$ cat config.mk
export PLATFORM = sky130hd
export DESIGN_NAME = vsvi_factors
export DESIGN_NICKNAME = d
export VERILOG_FILES = /design/src/hw/rtl/vsvi_pkg.sv /design/src/hw/rtl/vsvi_factors.sv
export SDC_FILE = /design/constraint.sdc
export NUM_CORES = 2
export LEC_CHECK = 0
export ABC_AREA = 1
export BUFFER_PORTS_ARGS = -buffer_cell sky130_fd_sc_hd__buf_4
export CORE_MARGIN = 2
export CORE_UTILIZATION = 60
export DETAILED_ROUTE_END_ITERATION = 16
export PLACE_DENSITY = 0.78
export SKIP_CTS_REPAIR_TIMING = 1
export SLEW_MARGIN = 15
export SYNTH_ARGS = -nofsm -noshare
export SYNTH_HDL_FRONTEND = slang
export SYNTH_SLANG_ARGS = --single-unit
$ cat constraint.sdc
create_clock -name clock -period 17.6 [get_ports clock]
set_input_delay 1.76 -clock clock [delete_from_list [all_inputs] [get_ports clock]]
set_output_delay 1.76 -clock clock [all_outputs]
set_load 0.02 [all_outputs]
$ cat src/hw/rtl/vsvi_pkg.sv
// Shared types, constants and functions of the variable-step Verlet integrator.
// No dependencies; used by the factor unit, the axis pipeline and the top level.
`default_nettype none

package vsvi_pkg;

   // Value and step formats.
   localparam int VALUE_W   = 32;
   localparam int STEP_W    = 32;
   localparam int FACTOR_W  = 2 * STEP_W;
   localparam int HALF_W    = FACTOR_W / 2;
   localparam int AXES      = 3;
   localparam int STAGES    = 8;

   // Shift of the velocity product: 2 * (1/dt) with 1/dt carrying 31 fraction bits.
   localparam int RECIP_SHIFT = 30;

   // Stream widths: four input vectors, two result vectors.
   localparam int REQ_DATA_W = 4 * AXES * VALUE_W;
   localparam int RSP_DATA_W = 2 * AXES * VALUE_W;

   // Width used by the saturation helper; covers every pre-clamp sum.
   localparam int WIDE_W = 72;

   // Configuration register indexes.
   localparam int CSR_INDEX_W = 1;
   localparam logic [CSR_INDEX_W-1:0] REG_STEP_NOW    = 1'd0;
   localparam logic [CSR_INDEX_W-1:0] REG_STEP_BEFORE = 1'd1;

   // Divider sizing.
   localparam int DIV_STEPS = FACTOR_W;
   localparam int DIV_CNT_W = $clog2(DIV_STEPS);

   // Reset value of both step registers and the factors that follow from it.
   localparam logic [STEP_W-1:0]   STEP_RESET  = 32'd429497;
   localparam logic [FACTOR_W-1:0] RATIO_RESET =
      (FACTOR_W'(STEP_RESET) << STEP_W) / FACTOR_W'(STEP_RESET);
   localparam logic [FACTOR_W-1:0] RECIP_RESET =
      (FACTOR_W'(1) << (FACTOR_W - 1)) / FACTOR_W'(STEP_RESET);
   localparam logic [FACTOR_W-1:0] HALF_RESET =
      ((FACTOR_W'(STEP_RESET) + FACTOR_W'(STEP_RESET)) * FACTOR_W'(STEP_RESET)) >> 1;

   // Clamp limits.
   localparam logic [VALUE_W-1:0] VALUE_MAX = {1'b0, {(VALUE_W-1){1'b1}}};
   localparam logic [VALUE_W-1:0] VALUE_MIN = {1'b1, {(VALUE_W-1){1'b0}}};

   // Factor unit sequencer states.
   typedef enum logic [1:0] {
      FAC_IDLE,
      FAC_LOAD,
      FAC_RATIO,
      FAC_RECIP
   } fac_state_type;

   // Step-derived factors handed from the factor unit to the datapath.
   typedef struct packed {
      logic [FACTOR_W-1:0] ratio;      // dt/dt_old, Q32.32
      logic [FACTOR_W-1:0] recip;      // 1/dt, 31 fraction bits
      logic [FACTOR_W-1:0] half_span;  // 0.5*(dt+dt_old)*dt, units of 2^-64 s^2
      logic                step_zero;  // either step register is zero
      logic                busy;       // factors are being recomputed
   } factors_type;

   // Clamped value and its overflow flag.
   typedef struct packed {
      logic [VALUE_W-1:0] value;
      logic               flag;
   } sat_type;

   // Clamp a wide signed value to the signed value range.
   function automatic sat_type saturate(input logic signed [WIDE_W-1:0] w);
      sat_type r;
      logic    fits;
      fits   = (&w[WIDE_W-1:VALUE_W-1]) || !(|w[WIDE_W-1:VALUE_W-1]);
      r.flag = !fits;
      if (fits) begin
         r.value = w[VALUE_W-1:0];
      end else if (w[WIDE_W-1]) begin
         r.value = VALUE_MIN;
      end else begin
         r.value = VALUE_MAX;
      end
      return r;
   endfunction

endpackage

`default_nettype wire

$ cat src/hw/rtl/vsvi_factors.sv
// Step registers and the sequencer that derives ratio, reciprocal and half span.
// Depends on vsvi_pkg; one restoring divider serves both divisions.
`default_nettype none

module vsvi_factors (
   input  logic                                  clock,
   input  logic                                  reset,
   input  logic                                  csr_wen,
   input  logic [vsvi_pkg::CSR_INDEX_W-1:0]      csr_index,
   input  logic [vsvi_pkg::STEP_W-1:0]           csr_wdata,
   output vsvi_pkg::factors_type                 factors
);

   localparam int SW     = vsvi_pkg::STEP_W;
   localparam int FW     = vsvi_pkg::FACTOR_W;
   localparam int CW     = vsvi_pkg::DIV_CNT_W;
   localparam int SPAN_W = 2 * SW + 1;

   vsvi_pkg::fac_state_type state_ff, state_in;

   logic [SW-1:0] step_now_ff, step_now_in;
   logic [SW-1:0] step_before_ff, step_before_in;
   logic [FW-1:0] ratio_ff, ratio_in;
   logic [FW-1:0] recip_ff, recip_in;
   logic [FW-1:0] half_ff, half_in;

   // Divider working registers.
   logic [SW-1:0] rem_ff, rem_in;
   logic [FW-1:0] quo_ff, quo_in;
   logic [FW-1:0] dvd_ff, dvd_in;
   logic [SW-1:0] dvs_ff, dvs_in;
   logic [CW-1:0] count_ff, count_in;

   logic [SW:0]       rem_shift;
   logic              sub_ok;
   logic [SW-1:0]     rem_next;
   logic [FW-1:0]     quo_next;
   logic [SW:0]       span_sum;
   logic [SPAN_W-1:0] span_prod;

   // Control and configuration state.
   always_ff @(posedge clock) begin
      if (reset) begin
         state_ff       <= vsvi_pkg::FAC_IDLE;
         step_now_ff    <= vsvi_pkg::STEP_RESET;
         step_before_ff <= vsvi_pkg::STEP_RESET;
         ratio_ff       <= vsvi_pkg::RATIO_RESET;
         recip_ff       <= vsvi_pkg::RECIP_RESET;
         half_ff        <= vsvi_pkg::HALF_RESET;
      end else begin
         state_ff       <= state_in;
         step_now_ff    <= step_now_in;
         step_before_ff <= step_before_in;
         ratio_ff       <= ratio_in;
         recip_ff       <= recip_in;
         half_ff        <= half_in;
      end
   end

   // Divider data path needs no reset: every run loads it first.
   always_ff @(posedge clock) begin
      rem_ff   <= rem_in;
      quo_ff   <= quo_in;
      dvd_ff   <= dvd_in;
      dvs_ff   <= dvs_in;
      count_ff <= count_in;
   end

   // One restoring step: shift in the next dividend bit and try a subtract.
   always_comb begin
      rem_shift = {rem_ff, dvd_ff[FW-1]};
      sub_ok    = rem_shift >= {1'b0, dvs_ff};
      rem_next  = sub_ok ? SW'(rem_shift - {1'b0, dvs_ff}) : rem_shift[SW-1:0];
      quo_next  = {quo_ff[FW-2:0], sub_ok};
      span_sum  = {1'b0, step_now_ff} + {1'b0, step_before_ff};
      span_prod = SPAN_W'(span_sum) * SPAN_W'(step_now_ff);
   end

   // Sequencer: half span, then dt/dt_old, then 2^63/dt.
   always_comb begin
      state_in       = state_ff;
      step_now_in    = step_now_ff;
      step_before_in = step_before_ff;
      ratio_in       = ratio_ff;
      recip_in       = recip_ff;
      half_in        = half_ff;
      rem_in         = rem_ff;
      quo_in         = quo_ff;
      dvd_in         = dvd_ff;
      dvs_in         = dvs_ff;
      count_in       = count_ff;

      case (state_ff)
         vsvi_pkg::FAC_IDLE: begin
         end
         vsvi_pkg::FAC_LOAD: begin
            half_in  = span_prod[SPAN_W-1:1];
            dvd_in   = {step_now_ff, {SW{1'b0}}};
            dvs_in   = step_before_ff;
            rem_in   = '0;
            count_in = '0;
            state_in = vsvi_pkg::FAC_RATIO;
         end
         vsvi_pkg::FAC_RATIO: begin
            rem_in   = rem_next;
            quo_in   = quo_next;
            dvd_in   = dvd_ff << 1;
            count_in = count_ff + CW'(1);
            if (count_ff == CW'(vsvi_pkg::DIV_STEPS - 1)) begin
               ratio_in = quo_next;
               dvd_in   = {1'b1, {(FW-1){1'b0}}};
               dvs_in   = step_now_ff;
               rem_in   = '0;
               count_in = '0;
               state_in = vsvi_pkg::FAC_RECIP;
            end
         end
         vsvi_pkg::FAC_RECIP: begin
            rem_in   = rem_next;
            quo_in   = quo_next;
            dvd_in   = dvd_ff << 1;
            count_in = count_ff + CW'(1);
            if (count_ff == CW'(vsvi_pkg::DIV_STEPS - 1)) begin
               recip_in = quo_next;
               state_in = vsvi_pkg::FAC_IDLE;
            end
         end
         default: begin
            state_in = vsvi_pkg::FAC_IDLE;
         end
      endcase

      // A register write restarts the whole derivation with the new value.
      if (csr_wen) begin
         case (csr_index)
            vsvi_pkg::REG_STEP_NOW: begin
               step_now_in = csr_wdata;
               state_in    = vsvi_pkg::FAC_LOAD;
            end
            vsvi_pkg::REG_STEP_BEFORE: begin
               step_before_in = csr_wdata;
               state_in       = vsvi_pkg::FAC_LOAD;
            end
            default: begin
            end
         endcase
      end
   end

   // Factor set seen by the datapath.
   always_comb begin
      factors.ratio     = ratio_ff;
      factors.recip     = recip_ff;
      factors.half_span = half_ff;
      factors.step_zero = (step_now_ff == '0) || (step_before_ff == '0);
      factors.busy      = state_ff != vsvi_pkg::FAC_IDLE;
   end

endmodule

`default_nettype wire

Word level (Yosys, flattened, before mapping)
Index checks and enable logic that the tools add are counted.
Widths: inputs -> output; s select.
- add/subtract/negate cells: 3
- multipliers: 1
- divide/modulo/power cells: 0
- order comparisons: 1
- equal/unequal tests: 8
- shift operators: 0
- multiplexer cells: 13
- bitwise operators: 1
- reduce and logical (&&, ||, !) cells: 16
- operator list (kind ; count):
    $pmux 64 s3 ; 1
    $mux 32 ; 3
    $pmux 32 s3 ; 1
    $mul 33x32->65 ; 1
    $logic_not 32->1 ; 2
    $mux 64 ; 1
    $pmux 32 s2 ; 1
    $add 32x32->33 ; 1
    $ge 33x32->1 ; 1
    $sub 32x32->32 ; 1
    $pmux 6 s3 ; 1
    $reduce_and 2->1 ; 5
    $add 6x1->6 const B ; 1
    $eq 6x6->1 const B ; 1
    $mux 6 ; 1
    $ne 3x3->1 const B ; 2
    $pmux 2 s3 ; 1
    $reduce_and 3->1 ; 2
    $eq 2x2->1 const B ; 2
    $mux 2 ; 2
    $ne 2x2->1 const B ; 2
    $reduce_bool 2->1 ; 2
    $reduce_bool 4->1 ; 1
    $reduce_or 2->1 ; 2
    5 further kinds ; 5
- register bits after elaboration: 455
- latch bits: 0
- bits in writable memories: 0
- memory bits (read-only): 0
- input bits: 36
- output and inout bits: 194
- logic and storage cells: 55
- memories kept: 0

Logic depth before layout (Yosys ltp)
- depth after elaboration: 4
- depth in mapped cells: 47
- mapped depth without buffers: 46

Worst setup path after synthesis
No wires, ideal clock.
- path kind: reg-to-reg
- from: reg step_now_ff[1]
- to: reg half_ff[45]
- setup time: 109 ps
- data arrival time: 7938 ps
- required time: 17491 ps
- slack: 9553 ps
- stages on the path, launching flop included: 43
- buffers on the path: 2
- period minus slack after synthesis: 8047 ps
- cells stage by stage: dfxtp_1 > clkinv_1 > clkbuf_1 > fa_1 > inv_1 > nand2_1 > nand2_1 > o21ai_1 > o21ai_2 > nand3_1 > nand2_1 > nand2_1 > nand3b_1 > nand2_2 > inv_2 > buf_2 > nand2_1 > fa_1 > (+7 left out) > fa_1 > fa_1 > fa_1 > fa_1 > inv_1 > ha_1 > nand2_1 > nor2_1 > inv_1 > nor2_1 > nand2_1 > o21bai_1 > nand2_1 > nand2_1 > nand3_1 > nand3_1 > nand2_1 > inv_1
- cells in the longest elaborated chain, start to end: 2
- ends and longest elaborated chain (what ; line ; source):
    start, declared ; vsvi_factors.sv:21 ; logic [SW-1:0] step_now_ff, step_now_in;
    start signal, assigned ; vsvi_factors.sv:45 ; step_now_ff <= vsvi_pkg::STEP_RESET;
    start signal, assigned ; vsvi_factors.sv:52 ; step_now_ff <= step_now_in;
    $add 32x32->33 ; vsvi_factors.sv:75 ; span_sum = {1'b0, step_now_ff} + {1'b0, step_before_ff};
    $mul 33x32->65 * ; vsvi_factors.sv:76 ; span_prod = SPAN_W'(span_sum) * SPAN_W'(step_now_ff);
    end signal, assigned ; vsvi_factors.sv:49 ; half_ff <= vsvi_pkg::HALF_RESET;
    end signal, assigned ; vsvi_factors.sv:56 ; half_ff <= half_in;
    end, declared ; vsvi_factors.sv:25 ; logic [FW-1:0] half_ff, half_in;
Mark *: on every way between the ends. The rest lies on a longest branch, timed or not.
A chain may end at the register's enable or synchronous reset.

Worst setup path after layout
- from: reg step_now_ff[1]
- to: reg half_ff[46]
The elaborated chain is that of the path after synthesis.

==> impl_metrics.csv <==
group,metric,value,unit
cells_and_area,mostFrequentLayoutCells,"sky130_fd_sc_hd__nand2_1, sky130_fd_sc_hd__inv_1, sky130_fd_sc_hd__nor2_1, sky130_fd_sc_hd__fa_1, sky130_fd_sc_hd__nand3_1",
cells_and_area,syn_to_final_growth,7.737,%
floorplanning,core_region_area,91520,um^2
route,total_length_of_routed_wires,204700,um
yosys,mappedNetlistArea,55390,um^2
critical_path,critPathMaxFanout,23,
yosys,synth-async-reset-ratio,0,%
cts,clock_sinks,423,
sta,slew_headroom,15.19,%
cts,path_clk_slew,70,ps
global_route,gr-usage-all-layers,44.07,%
global_route,grt_start_max_net_pins,94,
sta,fin_ws,6444,ps
cells_and_area,layout-drive-gt1-share,7.031,%
cts,cts_root_buffer,"sky130_fd_sc_hd__clkbuf_16",
sta,setup_total_negative_slack,0,ps
cells_and_area,final_util,65.20,%
route,detailroute.wirelength.met2,88620,um
floorplanning,initial_core_util,60.52,%
route,routed_wirelength_normalized_by_instance_count,24.43,um
placement,place.detailed.hpwl,156500,um
route,highest-signal-layer,"met5",
yosys,yosys_warnings,0,
yosys,postSynthCellCount,7070,
critical_path,critPathKind,"flip-flop to flip-flop",
floorplanning,die_w,307.8,um
route,first_pass_iters,8,
placement,globalplace.congestion,1.065,
floorplanning,die_area,94760,um^2
cells_and_area,layout.nets,8442,
sta,finalWorstPathRequiredPeriod,11160,ps
critical_path,critical_path.max_stage_delay,740,ps
yosys,synth-main-ff-cell,"sky130_fd_sc_hd__dfxtp_1",
yosys,syn_nets,8368,
cts,cts.htree.levels,2,
sta,worst_slew_pin_slew,1271,ps
sta,grt_setup_unrepaired,"false",
route,metal3_wl,28590,um
flow_run,number_of_maximum_capacitance_violations,0,
yosys,yosysSeqAreaShare,18.27,%
cts,cts_tree,"yes",
critical_path,critPathCaptureType,"flip-flop",
route,detail-route-antenna-nets,0,
global_route,global_route_wire_length_before_repair,309000,um
yosys,synth_seq_cells,423,
sta,setup-violations-final,0,
yosys,synthDistinctLibCells,46,
route,drt-initial-drc-count,6063,
sta,hold_violations,0,
route,drt-vias-per-instance,5.904,
placement,place_worst_setup_slack,7014,ps
sta,final_min_period_over_clock_period,63.39,%
yosys,synth_area_per_cell,7.834,um^2
cts,cts_buffers,46,
global_route,globalRoute.totalOverflow,0,
floorplanning,rows,111,
critical_path,slowest_stage,"sky130_fd_sc_hd__clkinv_1",
floorplanning,io_pins,230,
cells_and_area,layout.cells.most_common,"sky130_fd_sc_hd__nand2_1",
cells_and_area,num-fill-cells,7911,
critical_path,worstSetupStartpointType,"flip-flop",
sta,clock_skew,19.03,ps
route,drc,0,
critical_path,timing.critical_path.required,18110,ps
outcome,outcome,"finished, final reports clean",
critical_path,critPathMostFrequentCell,"sky130_fd_sc_hd__fa_1",
route,wl_met1,74170,um
critical_path,timing.critical_path.arrival,11670,ps
cts,clock_insertion_delay_worst_skew,620,ps
floorplanning,die_h,307.8,um
cts,cts_max_path_buffers,3,
placement,numPortBuffers,229,
route,routed-via-count,49460,
global_route,number_of_antenna_violations_at_the_first_check_in_global_routing,6,
sta,timing.fmax,89.64,MHz
min_path,worst_hold_path_type,"flip-flop to flip-flop",
global_route,vias_in_the_first_global_route,50660,
yosys,number_of_enable_type_register_cells_in_the_synthesized_netlist,165,
sta,final_max_slew_viol_count,0,
-- final cells by class --
| class | instances | area [um^2] | share of cell area, % |
|---|---|---|---|
| multi-input combinational | 4868 | 38400 | 64.36 |
| sequential | 423 | 10120 | 16.96 |
| inverter | 1478 | 5550 | 9.301 |
| timing repair buffer | 327 | 2455 | 4.114 |
| tap | 1186 | 1484 | 2.487 |
| clock buffer | 65 | 1365 | 2.288 |
| clock inverter | 21 | 271.5 | 0.4550 |
| antenna | 9 | 22.52 | 0.03774 |
-- registers in the layout, indices dropped and copies added (netlist names) --
register / count
rem_ff: 32
quo_ff: 63
recip_ff: 64
step_now_ff: 32
count_ff: 6
step_before_ff: 32
dvd_ff: 32
half_ff: 64
ratio_ff: 64
dvs_ff: 32
state_ff: 2
-- synthesized netlist by cell type (24+ instances only) --
cell type | number | area share, %
sky130_fd_sc_hd__a21oi_1 | 301 | 2.7
sky130_fd_sc_hd__nor2_1 | 928 | 6.3
sky130_fd_sc_hd__nand2_2 | 24 | 0.27
sky130_fd_sc_hd__inv_1 | 1450 | 9.8
sky130_fd_sc_hd__nor3_1 | 25 | 0.23
sky130_fd_sc_hd__nand3b_1 | 37 | 0.50
sky130_fd_sc_hd__clkbuf_1 | 204 | 1.4
sky130_fd_sc_hd__edfxtp_1 | 165 | 8.9
sky130_fd_sc_hd__nand4_1 | 29 | 0.33
sky130_fd_sc_hd__nand3_1 | 382 | 3.5
sky130_fd_sc_hd__ha_1 | 334 | 7.5
sky130_fd_sc_hd__nand2_1 | 1538 | 10
sky130_fd_sc_hd__xor2_1 | 28 | 0.44
sky130_fd_sc_hd__o21ai_0 | 154 | 1.4
sky130_fd_sc_hd__dfxtp_1 | 258 | 9.3
sky130_fd_sc_hd__buf_2 | 64 | 0.58
sky130_fd_sc_hd__fa_1 | 928 | 34
-- cell families after synthesis --
logic type,after synthesis,synth area share (%)
AO/OA/AOI/OAI,539,5.191
flip-flops,423,18.27
buffers and inverters,1779,12.44
AND/OR/NAND/NOR,3031,22.45
XOR/XNOR,36,0.5693
adder cells (fa/ha/maj),1262,41.09
-- worst max-delay path: cells and delay by family (launching register included) --
family	cells	cell delay, ps
AOI/OAI and AO/OA	2	460
adders and majority gates	10	5490
buffers and inverters	9	2180
DFF	1	310
and+or+nand+nor	14	2590
-- through the flow --
| step | cell area (um^2) | cells | hold slack (ps) |
|---|---|---|---|
| floorplan | 55390 | 7070 | 450.7 |
| global placement | 58010 | 8282 | 453.7 |
| detailed placement | 58010 | 8282 | 457.1 |
| CTS | 59650 | 8368 | 466.9 |
| global route | 59650 | 8369 | 479.8 |
| finish | 59670 | 8377 | 466.2 |
-- path summary, 6_finish.rpt --
check | startpoint | end | slack, ps | cells after the start
worst max register to register | step_now_ff[1] | half_ff[46] | 6440 | 35
worst min-delay path | ratio_ff[57] | ratio_ff[57] | 470 | 2
worst max-delay path | step_now_ff[1] | half_ff[46] | 6440 | 35
worst min register to register | ratio_ff[57] | ratio_ff[57] | 470 | 2
-- routing by layer --
metal	track usage (%)	vias to the layer above
li1	-	21370
met2	66.35	3510
met5	0	-
met1	55.61	23810
met3	15.98	768
met4	23.40	2
Power is left out: the tool's default activity adds up to more than one toggle a clock period on the data nets, which glitch-free logic cannot reach.
